[src/sv/atpt_pkg.sv]
`default_nettype none

package atpt_pkg;

    typedef enum logic [1:0] {
        EV_NONE  = 2'd0,
        EV_ENTER = 2'd1,
        EV_STAY  = 2'd2,
        EV_EXIT  = 2'd3
    } t_event;

    typedef enum logic {
        CMD_CHECK = 1'b0,
        CMD_CLEAR = 1'b1
    } t_cmd;

    localparam int unsigned KEY_W = 64;

    typedef struct packed {
        logic               command;
        logic [31:0]        first_id;
        logic [31:0]        second_id;
        logic signed [15:0] first_center_x;
        logic signed [15:0] first_center_y;
        logic [14:0]        first_width;
        logic [14:0]        first_height;
        logic signed [15:0] second_center_x;
        logic signed [15:0] second_center_y;
        logic [14:0]        second_width;
        logic [14:0]        second_height;
        logic               either_destroyed;
    } t_in_item;

    typedef struct packed {
        logic [1:0] event_res;
        logic       table_full;
    } t_out_item;

    // Request travelling along the cell chain
    typedef struct packed {
        logic             vld;
        logic             clr;
        logic             done;
        logic             hit;
        t_event           ev;
        logic [KEY_W-1:0] key;
    } t_tok;

endpackage

`default_nettype wire

[src/sv/atpt_front.sv]
`default_nettype none

module atpt_front (
    input  wire logic             i_clk,
    input  wire logic             i_rst_n,
    input  wire logic             i_adv,
    input  wire logic             i_vld,
    input  wire atpt_pkg::t_in_item i_item,
    output atpt_pkg::t_tok        o_tok
);
    import atpt_pkg::*;

    t_tok r_tok;
    t_tok n_tok;

    // 2*|c1-c2| <= s1+s2, exact
    function automatic logic axis_ok(input logic signed [15:0] c1,
                                     input logic signed [15:0] c2,
                                     input logic [14:0] s1,
                                     input logic [14:0] s2);
        logic signed [16:0] d;
        logic [16:0]        m;
        logic [15:0]        sum;
        d   = 17'(c1) - 17'(c2);
        m   = d[16] ? 17'(-d) : 17'(d);
        sum = {1'b0, s1} + {1'b0, s2};
        return {m[15:0], 1'b0} <= {1'b0, sum};
    endfunction

    always_comb begin
        n_tok      = r_tok;
        n_tok.vld  = i_vld;
        n_tok.clr  = (i_item.command == CMD_CLEAR);
        n_tok.done = 1'b0;
        n_tok.ev   = EV_NONE;
        n_tok.key  = {i_item.second_id, i_item.first_id};
        n_tok.hit  = axis_ok(i_item.first_center_x, i_item.second_center_x,
                             i_item.first_width, i_item.second_width)
                   & axis_ok(i_item.first_center_y, i_item.second_center_y,
                             i_item.first_height, i_item.second_height)
                   & ~i_item.either_destroyed;
    end

    always_ff @(posedge i_clk) begin
        if (!i_rst_n) begin
            r_tok.vld <= 1'b0;
        end else if (i_adv) begin
            r_tok <= n_tok;
        end
    end

    assign o_tok = r_tok;

endmodule

`default_nettype wire

[config.mk]
export PLATFORM = sky130hd
export DESIGN_NAME = atpt_front
export DESIGN_NICKNAME = d
export VERILOG_FILES = /design/src/sv/atpt_pkg.sv /design/src/sv/atpt_front.sv
export SDC_FILE = /design/constraint.sdc
export NUM_CORES = 1
export LEC_CHECK = 0
export ABC_AREA = 1
export BUFFER_PORTS_ARGS = -buffer_cell sky130_fd_sc_hd__buf_2
export CAP_MARGIN = 30
export CORE_ASPECT_RATIO = 1.4
export CORE_MARGIN = 10
export CORE_UTILIZATION = 51
export CTS_CLUSTER_DIAMETER = 40
export DETAILED_ROUTE_END_ITERATION = 16
export PLACE_DENSITY = 0.88
export SLEW_MARGIN = 30
export SYNTH_ARGS = -nofsm -noshare
export SYNTH_HDL_FRONTEND = slang
export SYNTH_SLANG_ARGS = --single-unit
[constraint.sdc]
create_clock -name i_clk -period 5.3 [get_ports i_clk]
set_clock_uncertainty 0.2 [all_clocks]
set_input_delay 0.795 -clock i_clk [delete_from_list [all_inputs] [get_ports i_clk]]
set_output_delay 0.795 -clock i_clk [all_outputs]
set_load 0.01 [all_outputs]
==> results.cfg <==
[outcome]
status = finished clean

[cts]
cts-root-buf = clkbuf_16
cts_buffers = 9
clk_latency_ns = 0.32
cts.path.max_buffers = 2
postCtsSetupRepairBufs = 0
cts.sinks = 67
cts_tree = done
path_clk_slew_ns = 0.05
ctsHoldBuffers = 0
h-tree-depth = 3
ctsResizeCount = 0

[synth]
yosysWarnings = 0
netlist_area_um2 = 6950
ys_ff_latch = 67
ys_seq_area_share_pct = 28.8
syn_avg_cell_area_um2 = 7.43
yosys_most_used_dff = edfxtp_1
synth_edf_count = 66
async_reset_ff_share_pct = 0
yosysTopAreaCellShare_pct = 28.5
syn_inst = 936
synth_cell_types = 43
synth_area_leaders = edfxtp_1 28%, ha_1 17%, nand2_1 14%, inv_1 9.1%, a21oi_1 4.2%
synth_top_area_cell = edfxtp_1

[grt]
grt_max_degree = 67
grt_first_pass_wirelength_mm = 32.6
overflow = 0
antenna_found_initial = 2
gr-usage-all-layers_pct = 20.9
grt_pass1_vias = 7041

[critical_path]
critPathSlowestCell = fa_1
critPathArrivalTime_ns = 4.17
cp-end-kind = flip-flop
critical_path_class = in -> reg
critPathMaxStageDelay_ns = 0.40
start_kind = input pin
crit_required_ns = 5.27
critical_path.max_fanout = 6
rr_worst_depth = 2
crit_top_cell = nand2_1

[sta]
hold_viol_final = 0
fmax_mhz = 238
slew_violations = 0
finalSetupViolations = 0
fin_crit_sh_pct = 79.2
worst_pin_slew_ns = 0.819
tns_ns = 0
slew_headroom_pct = 45.4
period_minus_slack_ns = 4.20
rsz0062_at_grt = false

[die]
die-area_um2 = 18800
rows = 50
start_util_pct = 51.9
die_height_um = 158
io_pins = 264
core_um2 = 13400
die_w_um = 119

[detailed_routing]
dr.pass1.iters = 5
drc = 0
final_antenna_net_count = 0
post_drt_wl_per_cell_um = 15.0
wl_mm = 20.9
first_iter_violations = 403
vias = 7067
viasPerCell = 5.07

[cells_and_area]
area_growth_pct = 25.9
drive_above_1_share_pct = 27.1
finalNetCount = 1497
fin_cells = 1395
finish.instance_area_um2 = 8760
largest_reg_flops = 67

[power]
p_leak_uw = 0.00488
ir_drop_mv = 0.178
power_uw = 2180
power_density_nw_per_um2 = 249

[placement]
io_buffer_count = 260
gp_congestion = 0.945
dp.cells = 1376
place_area_um2 = 8460
dpl.hpwl_mm = 18.2

[hold_path]
hold_path_class = reg -> reg
hold_depth = 2

[job]
max-cap-violations = 0
-- final cells by class --
class	instances	area [um^2]
multi-input combinational	688	4250
clock inverter	6	65.1
sequential	67	2000
tap	182	228
fill	1170	4630
clock buffer	10	229
inverter	178	671
timing repair buffer	261	1310
antenna	3	7.51
-- worst max-delay path: cells and delay by family --
kind	cells	cell delay, ns
adder cells (fa/ha/maj)	3	0.91
buffers and inverters	4	0.31
AO/OA/AOI/OAI	2	0.17
XOR/XNOR	1	0.15
AND/OR/NAND/NOR	20	1.82
-- routing by layer --
| metal | GRT usage [%] | routed length, um |
|---|---|---|
| met1 | 21.7 | 7820 |
| met2 | 40.1 | 11200 |
| met3 | 4.74 | 1440 |
| met4 | 7.41 | 423 |
| met5 | 0 | 0 |
-- cells in the final DEF (no fill, tap or decap), types with 3 or more instances in the layout --
| cell | Yosys | final |
|---|---|---|
| nand2_1 | 251 | 251 |
| xnor2_1 | 20 | 20 |
| nand4_1 | 22 | 22 |
| nor3_1 | 4 | 4 |
| a31oi_1 | 4 | 4 |
| a21oi_2 | 3 | 3 |
| nand2_2 | 14 | 14 |
| nand3_2 | 5 | 5 |
| a21oi_1 | 59 | 59 |
| o21a_1 | 6 | 6 |
| nand3_1 | 55 | 55 |
| ha_1 | 94 | 94 |
| nor2_1 | 55 | 55 |
| nand3b_1 | 3 | 3 |
| diode_2 | 0 | 3 |
| o21bai_1 | 3 | 3 |
| o21ai_2 | 5 | 5 |
| fa_1 | 4 | 4 |
| nor2_2 | 7 | 7 |
| buf_2 | 0 | 260 |
| o21ai_0 | 23 | 23 |
| inv_2 | 7 | 8 |
| edfxtp_1 | 66 | 66 |
| xor2_1 | 28 | 28 |
| nand2_4 | 3 | 3 |
| conb_1 | 1 | 3 |
| clkbuf_16 | 0 | 9 |
| inv_1 | 169 | 168 |
-- cells by family after synthesis --
family,Yosys count,synth area share [%]
adders and majority gates,98,18.1
DFF,67,28.8
other,1,0.0539
and+or+nand+nor,424,26.7
buffers and inverters,183,10.2
xor gates and xnor gates,51,6.91
AOI/OAI and AO/OA,112,9.21
-- metrics by stage --
| step | setup slack (ns) | hold slack [ns] | util [%] |
|---|---|---|---|
| floorplan | 1.35 | 0.355 | - |
| global placement | 0.814 | 0.315 | 63.2 |
| detailed placement | 0.749 | 0.316 | 63.2 |
| CTS | 1.07 | 0.339 | 65.4 |
| global route | 0.585 | 0.358 | 65.4 |
| finish | 1.10 | 0.349 | 65.4 |
-- cells in the mapped netlist, types with 5 or more instances --
| cell | n |
|---|---|
| nand2_1 | 251 |
| nand3_1 | 55 |
| nand2_2 | 14 |
| xor2_1 | 28 |
| inv_2 | 7 |
| nand3_2 | 5 |
| o21ai_2 | 5 |
| nor2_2 | 7 |
| a21oi_1 | 59 |
| nand4_1 | 22 |
| ha_1 | 94 |
| o21a_1 | 6 |
| nor2_1 | 55 |
| xnor2_1 | 20 |
| edfxtp_1 | 66 |
| inv_1 | 169 |
| o21ai_0 | 23 |
-- power breakdown --
| part | internal (uW) | total [uW] | switching (uW) |
|---|---|---|---|
| Sequential | 623 | 632 | 9.16 |
| Clock | 364 | 573 | 208 |
| Combinational | 399 | 977 | 578 |
| Total | 1390 | 2180 | 795 |
-- final timing paths --
| kind | from | to | slack [ns] |
|---|---|---|---|
| min | o_tok[69]$_SDFFE_PN0P_ | o_tok[69]$_SDFFE_PN0P_ | 0.35 |
| max | i_item[31] | o_tok[66]$_DFFE_PP_ | 1.10 |
| min reg2reg | o_tok[69]$_SDFFE_PN0P_ | o_tok[69]$_SDFFE_PN0P_ | 0.35 |
| max reg2reg | o_tok[69]$_SDFFE_PN0P_ | o_tok[69]$_SDFFE_PN0P_ | 4.47 |
Note: power is estimated with default switching activity, not from simulation.
