**config.mk**
```make
export PLATFORM = sky130hd
export DESIGN_NAME = atpt_cell
export DESIGN_NICKNAME = d
export VERILOG_FILES = /design/src/sv/atpt_pkg.sv /design/src/sv/atpt_cell.sv
export SDC_FILE = /design/constraint.sdc
export NUM_CORES = 1
export LEC_CHECK = 0
export ABC_AREA = 1
export BUFFER_PORTS_ARGS = -buffer_cell sky130_fd_sc_hd__buf_2
export CAP_MARGIN = 20
export CELL_PAD_IN_SITES_DETAIL_PLACEMENT = 0
export CELL_PAD_IN_SITES_GLOBAL_PLACEMENT = 1
export CORE_MARGIN = 1
export CORE_UTILIZATION = 39
export CTS_CLUSTER_SIZE = 24
export DETAILED_ROUTE_END_ITERATION = 12
export PLACE_DENSITY = 0.84
export REMOVE_ABC_BUFFERS = 1
export SLEW_MARGIN = 20
export SYNTH_ARGS = -nofsm -noshare
export SYNTH_HDL_FRONTEND = slang
export SYNTH_SLANG_ARGS = --single-unit
```
**constraint.sdc**
```tcl
create_clock -name i_clk -period 7.5 [get_ports i_clk]
set_input_delay 0.375 -clock i_clk [delete_from_list [all_inputs] [get_ports i_clk]]
set_output_delay 0.375 -clock i_clk [all_outputs]
set_load 0.03 [all_outputs]
```
**src/sv/atpt_pkg.sv**
```systemverilog
`default_nettype none

package atpt_pkg;

    typedef enum logic [1:0] {
        EV_NONE  = 2'd0,
        EV_ENTER = 2'd1,
        EV_STAY  = 2'd2,
        EV_EXIT  = 2'd3
    } t_event;

    typedef enum logic {
        CMD_CHECK = 1'b0,
        CMD_CLEAR = 1'b1
    } t_cmd;

    localparam int unsigned KEY_W = 64;

    typedef struct packed {
        logic               command;
        logic [31:0]        first_id;
        logic [31:0]        second_id;
        logic signed [15:0] first_center_x;
        logic signed [15:0] first_center_y;
        logic [14:0]        first_width;
        logic [14:0]        first_height;
        logic signed [15:0] second_center_x;
        logic signed [15:0] second_center_y;
        logic [14:0]        second_width;
        logic [14:0]        second_height;
        logic               either_destroyed;
    } t_in_item;

    typedef struct packed {
        logic [1:0] event_res;
        logic       table_full;
    } t_out_item;

    // Request travelling along the cell chain
    typedef struct packed {
        logic             vld;
        logic             clr;
        logic             done;
        logic             hit;
        t_event           ev;
        logic [KEY_W-1:0] key;
    } t_tok;

endpackage

`default_nettype wire

```
**src/sv/atpt_cell.sv**
```systemverilog
`default_nettype none

module atpt_cell (
    input  wire logic         i_clk,
    input  wire logic         i_rst_n,
    input  wire logic         i_adv,
    input  wire atpt_pkg::t_tok i_tok,
    output atpt_pkg::t_tok    o_tok
);
    import atpt_pkg::*;

    logic             r_valid;
    logic             r_touch;
    logic [KEY_W-1:0] r_key;
    t_tok             r_tok;

    logic             n_valid;
    logic             n_touch;
    logic [KEY_W-1:0] n_key;
    t_tok             n_tok;

    // Valid entries always form a prefix of the chain, so the first empty
    // cell proves the key is absent further on.
    always_comb begin
        n_valid = r_valid;
        n_touch = r_touch;
        n_key   = r_key;
        n_tok   = i_tok;
        if (i_tok.vld && i_tok.clr) begin
            n_valid = 1'b0;
            n_touch = 1'b0;
        end else if (i_tok.vld && !i_tok.done) begin
            if (r_valid && r_key == i_tok.key) begin
                n_tok.done = 1'b1;
                if (r_touch) begin
                    n_tok.ev = i_tok.hit ? EV_STAY : EV_EXIT;
                    n_touch  = i_tok.hit;
                end else begin
                    n_tok.ev = i_tok.hit ? EV_ENTER : EV_NONE;
                    n_touch  = i_tok.hit;
                end
            end else if (!r_valid) begin
                n_tok.done = 1'b1;
                n_tok.ev   = i_tok.hit ? EV_ENTER : EV_NONE;
                n_valid    = 1'b1;
                n_touch    = i_tok.hit;
                n_key      = i_tok.key;
            end
        end
    end

    always_ff @(posedge i_clk) begin
        if (!i_rst_n) begin
            r_valid   <= 1'b0;
            r_touch   <= 1'b0;
            r_tok.vld <= 1'b0;
        end else if (i_adv) begin
            r_valid <= n_valid;
            r_touch <= n_touch;
            r_tok   <= n_tok;
        end
    end

    always_ff @(posedge i_clk) begin
        if (i_adv) begin
            r_key <= n_key;
        end
    end

    assign o_tok = r_tok;

endmodule

`default_nettype wire

```
==> results of run 1 <==
==> flip-flops by register name, summed over array words and instances, names as in the netlist <==
register / cells
o_tok: 70
r_key: 64
r_touch: 1
r_valid: 1
==> cells in the mapped netlist <==
master	instances
a21boi_0	2
a21oi_1	3
dfxtp_1	3
edfxtp_1	133
inv_1	96
nand2_1	153
nand3_1	5
nor2_1	88
nor3_1	1
o21ai_0	1
or2_2	1
xor2_1	11
==> stage by stage <==
| step | instance area (µm²) | worst slack [ns] | util | cells |
|---|---|---|---|---|
| after floorplan | 5490 | 2.02 | - | 497 |
| after global placement | 6440 | 5.47 | 0.477 | 818 |
| after detailed placement | 6440 | 5.41 | 0.477 | 818 |
| after CTS | 7090 | 5.81 | 0.525 | 850 |
| after global routing | 7090 | 5.62 | 0.525 | 850 |
| final | 7090 | 5.86 | 0.525 | 851 |
==> worst max-delay path, stage by stage (launching register included) <==
cell and delay (ns):
edfxtp_1 0.38, nand2_1 0.09, nand2_1 0.06, nor2_1 0.11, nand2_1 0.07, nor2_1 0.10, nand2_1 0.07, nor2_1 0.15
nand2_1 0.10, nand2_1 0.10, nand2_1 0.07, nand2_1 0.06, nand2_1 0.05
==> power by group through the flow <==
stage / Clock [µW] / Sequential [µW] / Combinational (µW)
final: 896 / 881 / 157
after global routing: 950 / 884 / 172
after CTS: 917 / 881 / 159
after detailed placement: 0 / 897 / 159
after global placement: 0 / 896 / 154
after floorplan: 0 / 951 / 39.1
==> final timing paths <==
path,startpoint,endpoint,slack (ns)
setup / recovery,r_key[63]$_DFFE_PP_,o_tok[65]$_DFFE_PP_,5.86
hold / removal,i_tok[5],r_key[5]$_DFFE_PP_,0.17
setup reg to reg,r_key[63]$_DFFE_PP_,o_tok[65]$_DFFE_PP_,5.86
hold reg to reg,o_tok[69]$_SDFFE_PN0P_,o_tok[69]$_SDFFE_PN0P_,0.48
==> per-layer routing <==
layer,wire length (µm),global-route usage,share of wire,vias to the layer above
li1,-,-,-,1896
met1,4360,0.175,0.42,1707
met2,5300,0.258,0.51,111
met3,585,0.0458,0.056,13
met4,133,0.0849,0.013,0
met5,0,0,0,-
==> final cells by class <==
class | instances | area share
multi-input combinational | 265 | 0.152
inverter | 96 | 0.0508
antenna | 1 | 0.000353
clock inverter | 15 | 0.0304
sequential | 136 | 0.572
tap | 176 | 0.0311
clock buffer | 17 | 0.0600
timing repair buffer | 145 | 0.103
==> logic make-up after synthesis <==
| family | Yosys count |
|---|---|
| flops | 136 |
| buf+inv | 96 |
| simple gates | 248 |
| xor+xnor | 11 |
| compound gates | 6 |
==> flow_metrics.py, run 1 <==
metrics = {
    "place": {
        "dpl.hpwl_mm": 7.30,
        "routabilityCongestion": 0.803,
        "port_buffers": 142,
    },
    "setup_path": {
        "required_ns": 7.67,
        "critPathArrivalTime_ns": 1.82,
        "start_kind": "flip-flop",
        "r2r_cells": 12,
        "path_max_fanout": 3,
        "worst-setup-path-type": "flip-flop to flip-flop",
        "end_kind": "flip-flop",
    },
    "clock_tree": {
        "cts_buffers": 17,
        "clk_latency_ns": 0.42,
        "post_cts_resized": 0,
        "holdBufCountCts": 0,
        "path_clk_slew_ns": 0.06,
        "clockBufferDepth": 2,
        "cts_max_level": 4,
        "cts_tree": "yes",
        "postCtsSetupBuffers": 0,
        "cts_root_buf": "clkbuf_16",
        "cts_num_sinks": 136,
    },
    "synthesis": {
        "synth-xor-area-share": 0.0176,
        "synth_cells": 497,
        "synth-simple-area-share": 0.171,
        "synth_fa_ha_area_frac": 0,
        "post_synth_num_cell_types": 12,
        "syn_area_um2": 5490,
        "synth-compound-area-share": 0.00639,
        "yosysSeqAreaShare": 0.739,
        "synth_top_area_share": 0.728,
        "synth_mux_area_frac": 0,
        "synth_area_leader_cell": "edfxtp_1",
        "yosys-top-cells-area": "edfxtp_1 73%, nand2_1 10%, inv_1 6.6%, nor2_1 6.0%, xor2_1 1.8%",
        "synth_top_family_by_area": "simple AND/OR/NAND/NOR gates",
        "ys_ff_latch": 136,
        "avgSynthCellArea_um2": 11.0,
        "yosysWarningCount": 0,
    },
    "timing": {
        "rsz0062_at_grt": "false",
        "post-route-period-util": 0.219,
        "setup_viol": 0,
        "setup_tns_ns": 0,
        "fin_skew_ns": 0.00762,
        "period_needed_ns": 1.64,
        "tightest_slew_ns": 0.734,
        "clock.fmax_ghz": 0.608,
        "hold_viol_final": 0,
        "slew_viol_final": 0,
        "relSlewSlack": 0.510,
        "hold_slack_ns": 0.174,
    },
    "global_route": {
        "grt_pass1_vias": 3581,
        "grt_max_degree": 43,
        "grt_usage": 0.154,
        "grt_pass1_wl_mm": 16.7,
        "overflow": 0,
        "antenna_found_initial": 1,
    },
    "cells_and_area": {
        "drive_gt1_frac": 0.267,
        "final_nets": 734,
        "layout_commonest_cell": "nand2_1",
        "multi_input_area_um2": 1080,
        "fillCellCount": 1189,
        "synthToLayoutAreaGrowth_pct": 29.2,
        "final_cell_mix": "153 x nand2_1, 142 x buf_2, 133 x edfxtp_1, 95 x inv_1, 88 x nor2_1",
        "regArea_um2": 4050,
    },
    "detailed_routing": {
        "drtPass1Iterations": 4,
        "vias_per_cell": 4.38,
        "drc": 0,
        "drt-total-wl_mm": 10.4,
        "vias": 3727,
        "drtAntennaViolNets": 0,
        "drt_iter0_drc": 143,
        "wl_per_cell_um": 12.2,
    },
    "pwr": {
        "p_int_uw": 1480,
        "power_uw": 1930,
        "clkPwrFrac": 0.463,
        "p_sw_frac": 0.234,
        "pwr-share-seq": 0.456,
        "cellLeakagePower_uw": 0.00330,
        "ir_drop_v": 0.000146,
        "p_comb_frac": 0.081,
        "p_sw_uw": 452,
        "p_per_area_nw_per_um2": 273,
    },
    "hold_path": {
        "hold_depth": 1,
        "min-delay-path-class": "primary input to flip-flop",
    },
    "die": {
        "coreArea_um2": 13500,
        "chipWidth_um": 121,
        "die-height_um": 121,
        "ios": 143,
        "start_util": 0.406,
        "fp-row-count": 42,
        "die_area_um2": 14500,
    },
    "outcome": {
        "status": "finished, final reports clean",
    },
    "flow_run": {
        "maxCapViolCount": 0,
    },
}
No activity file was read; power rests on OpenSTA's default activity.
==> run 2, diff against run 1 <==
==> constraint.sdc (replaced) <==
create_clock -name i_clk -period 1.7 [get_ports i_clk]
set_input_delay 0.085 -clock i_clk [delete_from_list [all_inputs] [get_ports i_clk]]
set_output_delay 0.085 -clock i_clk [all_outputs]
set_load 0.03 [all_outputs]
==> flow_metrics.py, run 2 (synthesized netlist as in run 1, its figures left out) <==
metrics = {
    "detailed_routing": {
        "drtPass1Iterations": 4,
        "vias_per_cell": 4.34,
        "drtAntennaViolNets": 0,
        "wl_per_cell_um": 12.1,
        "drt_iter0_drc": 244,
        "drc": 0,
        "vias": 4008,
        "drt-total-wl_mm": 11.2,
    },
    "place": {
        "dpl_cell_area_um2": 6480,
        "dpl.hpwl_mm": 7.04,
        "port_buffers": 142,
        "routabilityCongestion": 0.707,
        "dpl.cell_count": 819,
    },
    "hold_path": {
        "min-delay-path-class": "primary input to flip-flop",
        "holdPathEnd": "o_tok[64]$_DFFE_PP_",
        "hold_depth": 4,
        "hp-start": "i_tok[64]",
    },
    "clock_tree": {
        "cts_num_sinks": 136,
        "clk_latency_ns": 0.42,
        "postCtsSetupBuffers": 0,
        "clockBufferDepth": 2,
        "path_clk_slew_ns": 0.06,
        "cts_buffers": 17,
        "cts_tree": "yes",
        "cts_max_level": 4,
        "cts_root_buf": "clkbuf_16",
    },
    "setup_path": {
        "cpPeakStageDelay_ns": 0.39,
        "crit-reg2reg-launch": "r_key[37]$_DFFE_PP_",
        "crit_slowest_cell": "edfxtp_1",
        "ff2ff_setup_slack_ns": 0.05,
        "crit_chain": "nor2_1 -> nor2_1 -> nor2_1 -> nand2_1 -> nor2_1 -> nand2_1 -> nor2_2 -> nand2_2 -> nand3_1 -> nand3_1 -> nand2_1 -> inv_1",
        "r2r-end": "o_tok[64]$_DFFE_PP_",
        "r2r_cells": 12,
        "path_max_fanout": 3,
        "worst-setup-path-type": "flip-flop to flip-flop",
        "end_kind": "flip-flop",
        "required_ns": 1.88,
        "cpMostUsedCell": "nor2_1",
        "critPathArrivalTime_ns": 1.83,
        "start_kind": "flip-flop",
    },
    "global_route": {
        "overflow": 0,
        "grt_usage": 0.163,
        "grt_max_degree": 49,
        "grt_pass1_vias": 3941,
        "grt_pass1_wl_mm": 17.8,
        "antenna_found_initial": 0,
    },
    "die": {
        "chipWidth_um": 121,
        "die_area_um2": 14500,
        "coreArea_um2": 13500,
        "fp-row-count": 42,
        "die-height_um": 121,
        "start_util": 0.406,
        "ios": 143,
    },
    "cells_and_area": {
        "final_cells": 923,
        "num_antenna_cells": 0,
        "final_cell_mix": "150 x nand2_1, 142 x buf_2, 133 x edfxtp_1, 95 x inv_1, 84 x nor2_1",
        "layout_commonest_cell": "nand2_1",
        "final_nets": 807,
        "finish.utilization": 0.580,
        "drive_gt1_frac": 0.249,
        "final_area_um2": 7830,
        "largest_reg_flops": 70,
        "synthToLayoutAreaGrowth_pct": 42.8,
    },
    "flow_run": {
        "maxCapViolCount": 0,
    },
    "outcome": {
        "status": "finished, final reports clean",
    },
    "timing": {
        "hold_viol_final": 0,
        "rsz0062_at_grt": "true",
        "period_needed_ns": 1.65,
        "fin_skew_ns": 0.0105,
        "clock.fmax_ghz": 0.607,
        "post-route-period-util": 0.970,
        "tightest_slew_ns": 0.372,
        "slew_viol_final": 0,
        "hold_slack_ns": 0.0677,
        "relSlewSlack": 0.752,
        "setup_viol": 0,
    },
    "pwr": {
        "ir_drop_v": 0.000715,
        "power_uw": 8550,
        "cellLeakagePower_uw": 0.00360,
        "p_per_area_nw_per_um2": 1090,
    },
}
==> run 2: metrics by stage <==
step	setup TNS, ns	worst slack [ns]
detailed placement	-0.0217	-0.0138
floorplan	-242.22	-3.59
CTS	0	0.0147
global placement	0	0.0179
global route	-0.277	-0.107
finish	0	0.0517
==> run 2: timing repair <==
item,CTS,global route
setup endpoints to repair,2,4
hold endpoints to repair,135,0
resized for setup,1,9
hold buffers,72,0
pin swaps,0,7
==> run 2: routing by layer <==
layer	global-route usage	up-vias	share of wire
met1	0.184	1851	0.44
li1	-	2041	-
met5	0	-	0
met4	0.0710	0	0.013
met3	0.0495	15	0.047
met2	0.283	101	0.50
==> run 2: worst max-delay path by stage <==
stage | start | end | slack (ns)
after floorplan | r_valid$_SDFFE_PN0P_ | r_key[0]$_DFFE_PP_ | -3.59
after global placement | r_key[57]$_DFFE_PP_ | o_tok[65]$_DFFE_PP_ | 0.02
after detailed placement | r_key[57]$_DFFE_PP_ | o_tok[64]$_DFFE_PP_ | -0.01
after CTS | r_key[57]$_DFFE_PP_ | o_tok[64]$_DFFE_PP_ | 0.01
after global routing | r_key[37]$_DFFE_PP_ | o_tok[65]$_DFFE_PP_ | -0.11
final | r_key[37]$_DFFE_PP_ | o_tok[64]$_DFFE_PP_ | 0.05
==> run 2: layout make-up <==
type | instances | area, µm²
inverter | 96 | 360
clock buffer | 18 | 429
multi-input combinational | 265 | 1100
timing repair buffer | 218 | 1490
sequential | 136 | 4050
clock inverter | 14 | 181
tap | 176 | 220
fill | 1054 | 5670
==> run 2: critical path, delay by kind of cell (launching register included) <==
kind                   cells  cell delay (ns)
buffers and inverters      1             0.03
DFF                        1             0.39
and+or+nand+nor           11             1.00
==> run 2: report_power, final <==
part,switching [µW],internal [µW],total [µW]
Clock,1390,2430,3830
Sequential,41.0,3850,3890
Combinational,514,321,834
==> run 3, diff against run 2 <==
--- a/config.mk
+++ b/config.mk
@@ -11,10 +11,10 @@
 export CELL_PAD_IN_SITES_DETAIL_PLACEMENT = 0
 export CELL_PAD_IN_SITES_GLOBAL_PLACEMENT = 1
 export CORE_MARGIN = 1
-export CORE_UTILIZATION = 39
+export CORE_UTILIZATION = 24
 export CTS_CLUSTER_SIZE = 24
 export DETAILED_ROUTE_END_ITERATION = 12
-export PLACE_DENSITY = 0.84
+export PLACE_DENSITY = 0.59
 export REMOVE_ABC_BUFFERS = 1
 export SLEW_MARGIN = 20
 export SYNTH_ARGS = -nofsm -noshare
==> flow_metrics.py, run 3 (synthesized netlist as in run 1, its figures left out) <==
metrics = {
    "place": {
        "routabilityCongestion": 0.696,
        "dp_slack_ns": -0.0265,
        "dpl.hpwl_mm": 7.87,
        "port_buffers": 142,
    },
    "detailed_routing": {
        "drt_iter0_drc": 126,
        "wl_per_cell_um": 11.5,
        "drtPass1Iterations": 4,
        "vias_per_cell": 3.77,
        "drtAntennaViolNets": 0,
        "vias": 3856,
        "drt-total-wl_mm": 11.7,
        "drc": 0,
    },
    "timing": {
        "hold_viol_final": 0,
        "fin_skew_ns": 0.00799,
        "setup_viol": 0,
        "period_needed_ns": 1.62,
        "slew_viol_final": 0,
        "relSlewSlack": 0.699,
        "hold_slack_ns": 0.0234,
        "fin_ws_ns": 0.0819,
        "tightest_slew_ns": 0.451,
        "post-route-period-util": 0.952,
        "clock.fmax_ghz": 0.618,
        "rsz0062_at_grt": "true",
    },
    "outcome": {
        "status": "finished, final reports clean",
    },
    "clock_tree": {
        "cts_root_buf": "clkbuf_16",
        "clk_latency_ns": 0.40,
        "cts_num_sinks": 136,
        "cts_buffers": 17,
        "path_clk_slew_ns": 0.06,
        "cts_tree": "yes",
        "postCtsSetupBuffers": 0,
        "clockBufferDepth": 2,
        "cts_max_level": 4,
    },
    "pwr": {
        "ir_drop_v": 0.000581,
        "cellLeakagePower_uw": 0.00354,
        "p_per_area_nw_per_um2": 1010,
    },
    "setup_path": {
        "required_ns": 1.86,
        "cpMostUsedCell": "nand2_1",
        "crit_chain": "nand2_1 -> nand2_1 -> nor2_1 -> nand2_1 -> nor2_2 -> nand2_1 -> nor2_2 -> nand2_2 -> nand2_2 -> nand2_2 -> nand2_1 -> nand2_1",
        "critPathArrivalTime_ns": 1.78,
        "crit_slowest_cell": "edfxtp_1",
        "path_max_fanout": 3,
        "start_kind": "flip-flop",
        "end_kind": "flip-flop",
        "cpPeakStageDelay_ns": 0.40,
        "worst-setup-path-type": "flip-flop to flip-flop",
    },
    "cells_and_area": {
        "largest_reg_flops": 70,
        "synthToLayoutAreaGrowth_pct": 43.0,
        "final_nets": 807,
        "num_antenna_cells": 0,
        "final_cell_mix": "150 x nand2_1, 142 x buf_2, 133 x edfxtp_1, 95 x inv_1, 80 x nor2_1",
        "fillCellCount": 2215,
        "layout_commonest_cell": "nand2_1",
        "drive_gt1_frac": 0.248,
    },
    "die": {
        "ios": 143,
        "chipWidth_um": 153,
        "fp-row-count": 54,
        "start_util": 0.248,
        "coreArea_um2": 22100,
        "die-height_um": 153,
        "die_area_um2": 23500,
    },
    "global_route": {
        "gr-usage-met1": 0.123,
        "globalRouteMet2Util": 0.176,
        "top_usage_layer": "met2",
        "antenna_found_initial": 0,
        "grt_pass1_vias": 3771,
        "met3_usage": 0.0306,
        "overflow": 0,
        "grt_max_degree": 39,
        "grt_usage": 0.104,
        "grt_pass1_wl_mm": 18.6,
    },
    "flow_run": {
        "maxCapViolCount": 0,
    },
    "hold_path": {
        "min-delay-path-class": "primary input to flip-flop",
    },
}
[run 3: cell count changes in the layout (fill, tap and decap cells not counted), moves of 2 or more]
cell | previous run | this run
clkinv_1 | 2 | 6
clkinvlp_4 | 4 | 0
nor2_1 | 84 | 80
nor2_2 | 4 | 8
buf_4 | 2 | 5
bufinv_16 | 4 | 1
nand3_1 | 5 | 3
nand3_2 | 0 | 2
[run 3: what timing repair did]
item,in CTS,in global routing
resized for setup,2,11
endpoints found under the setup margin,1,56
hold endpoints to repair,135,0
hold buffers,70,0
pin swaps,0,6
[run 3: worst max-delay path, delay by kind of cell, from the launching register on]
kind	cells	cell delay (ns)
DFF	1	0.40
and+or+nand+nor	12	0.98
[run 3: report_power, final]
group	internal, µW	switching, µW	total [µW]
clock	1940	1280	3220
combinational	317	516	833
sequential	3850	39.1	3890
[run 3: final cells by class]
cell class | instances | area, µm² | area share
timing repair buffer | 218 | 1470 | 0.187
clock buffer | 19 | 433 | 0.0552
multi-input combinational | 265 | 1110 | 0.142
tap | 280 | 350 | 0.0447
clock inverter | 9 | 62.6 | 0.00797
inverter | 96 | 362 | 0.0461
sequential | 136 | 4050 | 0.517
[run 3: worst paths after layout]
check	from	endpoint	depth (start not counted)	slack [ns]
hold reg to reg	o_tok[69]$_SDFFE_PN0P_	o_tok[69]$_SDFFE_PN0P_	2	0.47
setup / recovery	r_key[15]$_DFFE_PP_	o_tok[65]$_DFFE_PP_	12	0.08
setup reg to reg	r_key[15]$_DFFE_PP_	o_tok[65]$_DFFE_PP_	12	0.08
hold / removal	i_tok[69]	o_tok[69]$_SDFFE_PN0P_	3	0.02
[run 3: through the flow]
step           utilization  cell area, µm²  total power, µW  setup TNS, ns  std cells
6_report             0.355            7850             7940              0       1023
5_1_grt              0.355            7850             8280          -2.81       1023
3_3_place_gp         0.299            6610             4660        -0.0447        925
2_1_floorplan            -            5490             4370        -242.22        497
3_5_place_dp         0.299            6610             4670        -0.0265        925
4_1_cts              0.354            7810             8070              0       1023
[run 3: metal layers]
metal,share of wire,wire length [µm]
met5,0,0
met1,0.46,5430
met2,0.48,5640
met3,0.044,510
met4,0.012,142
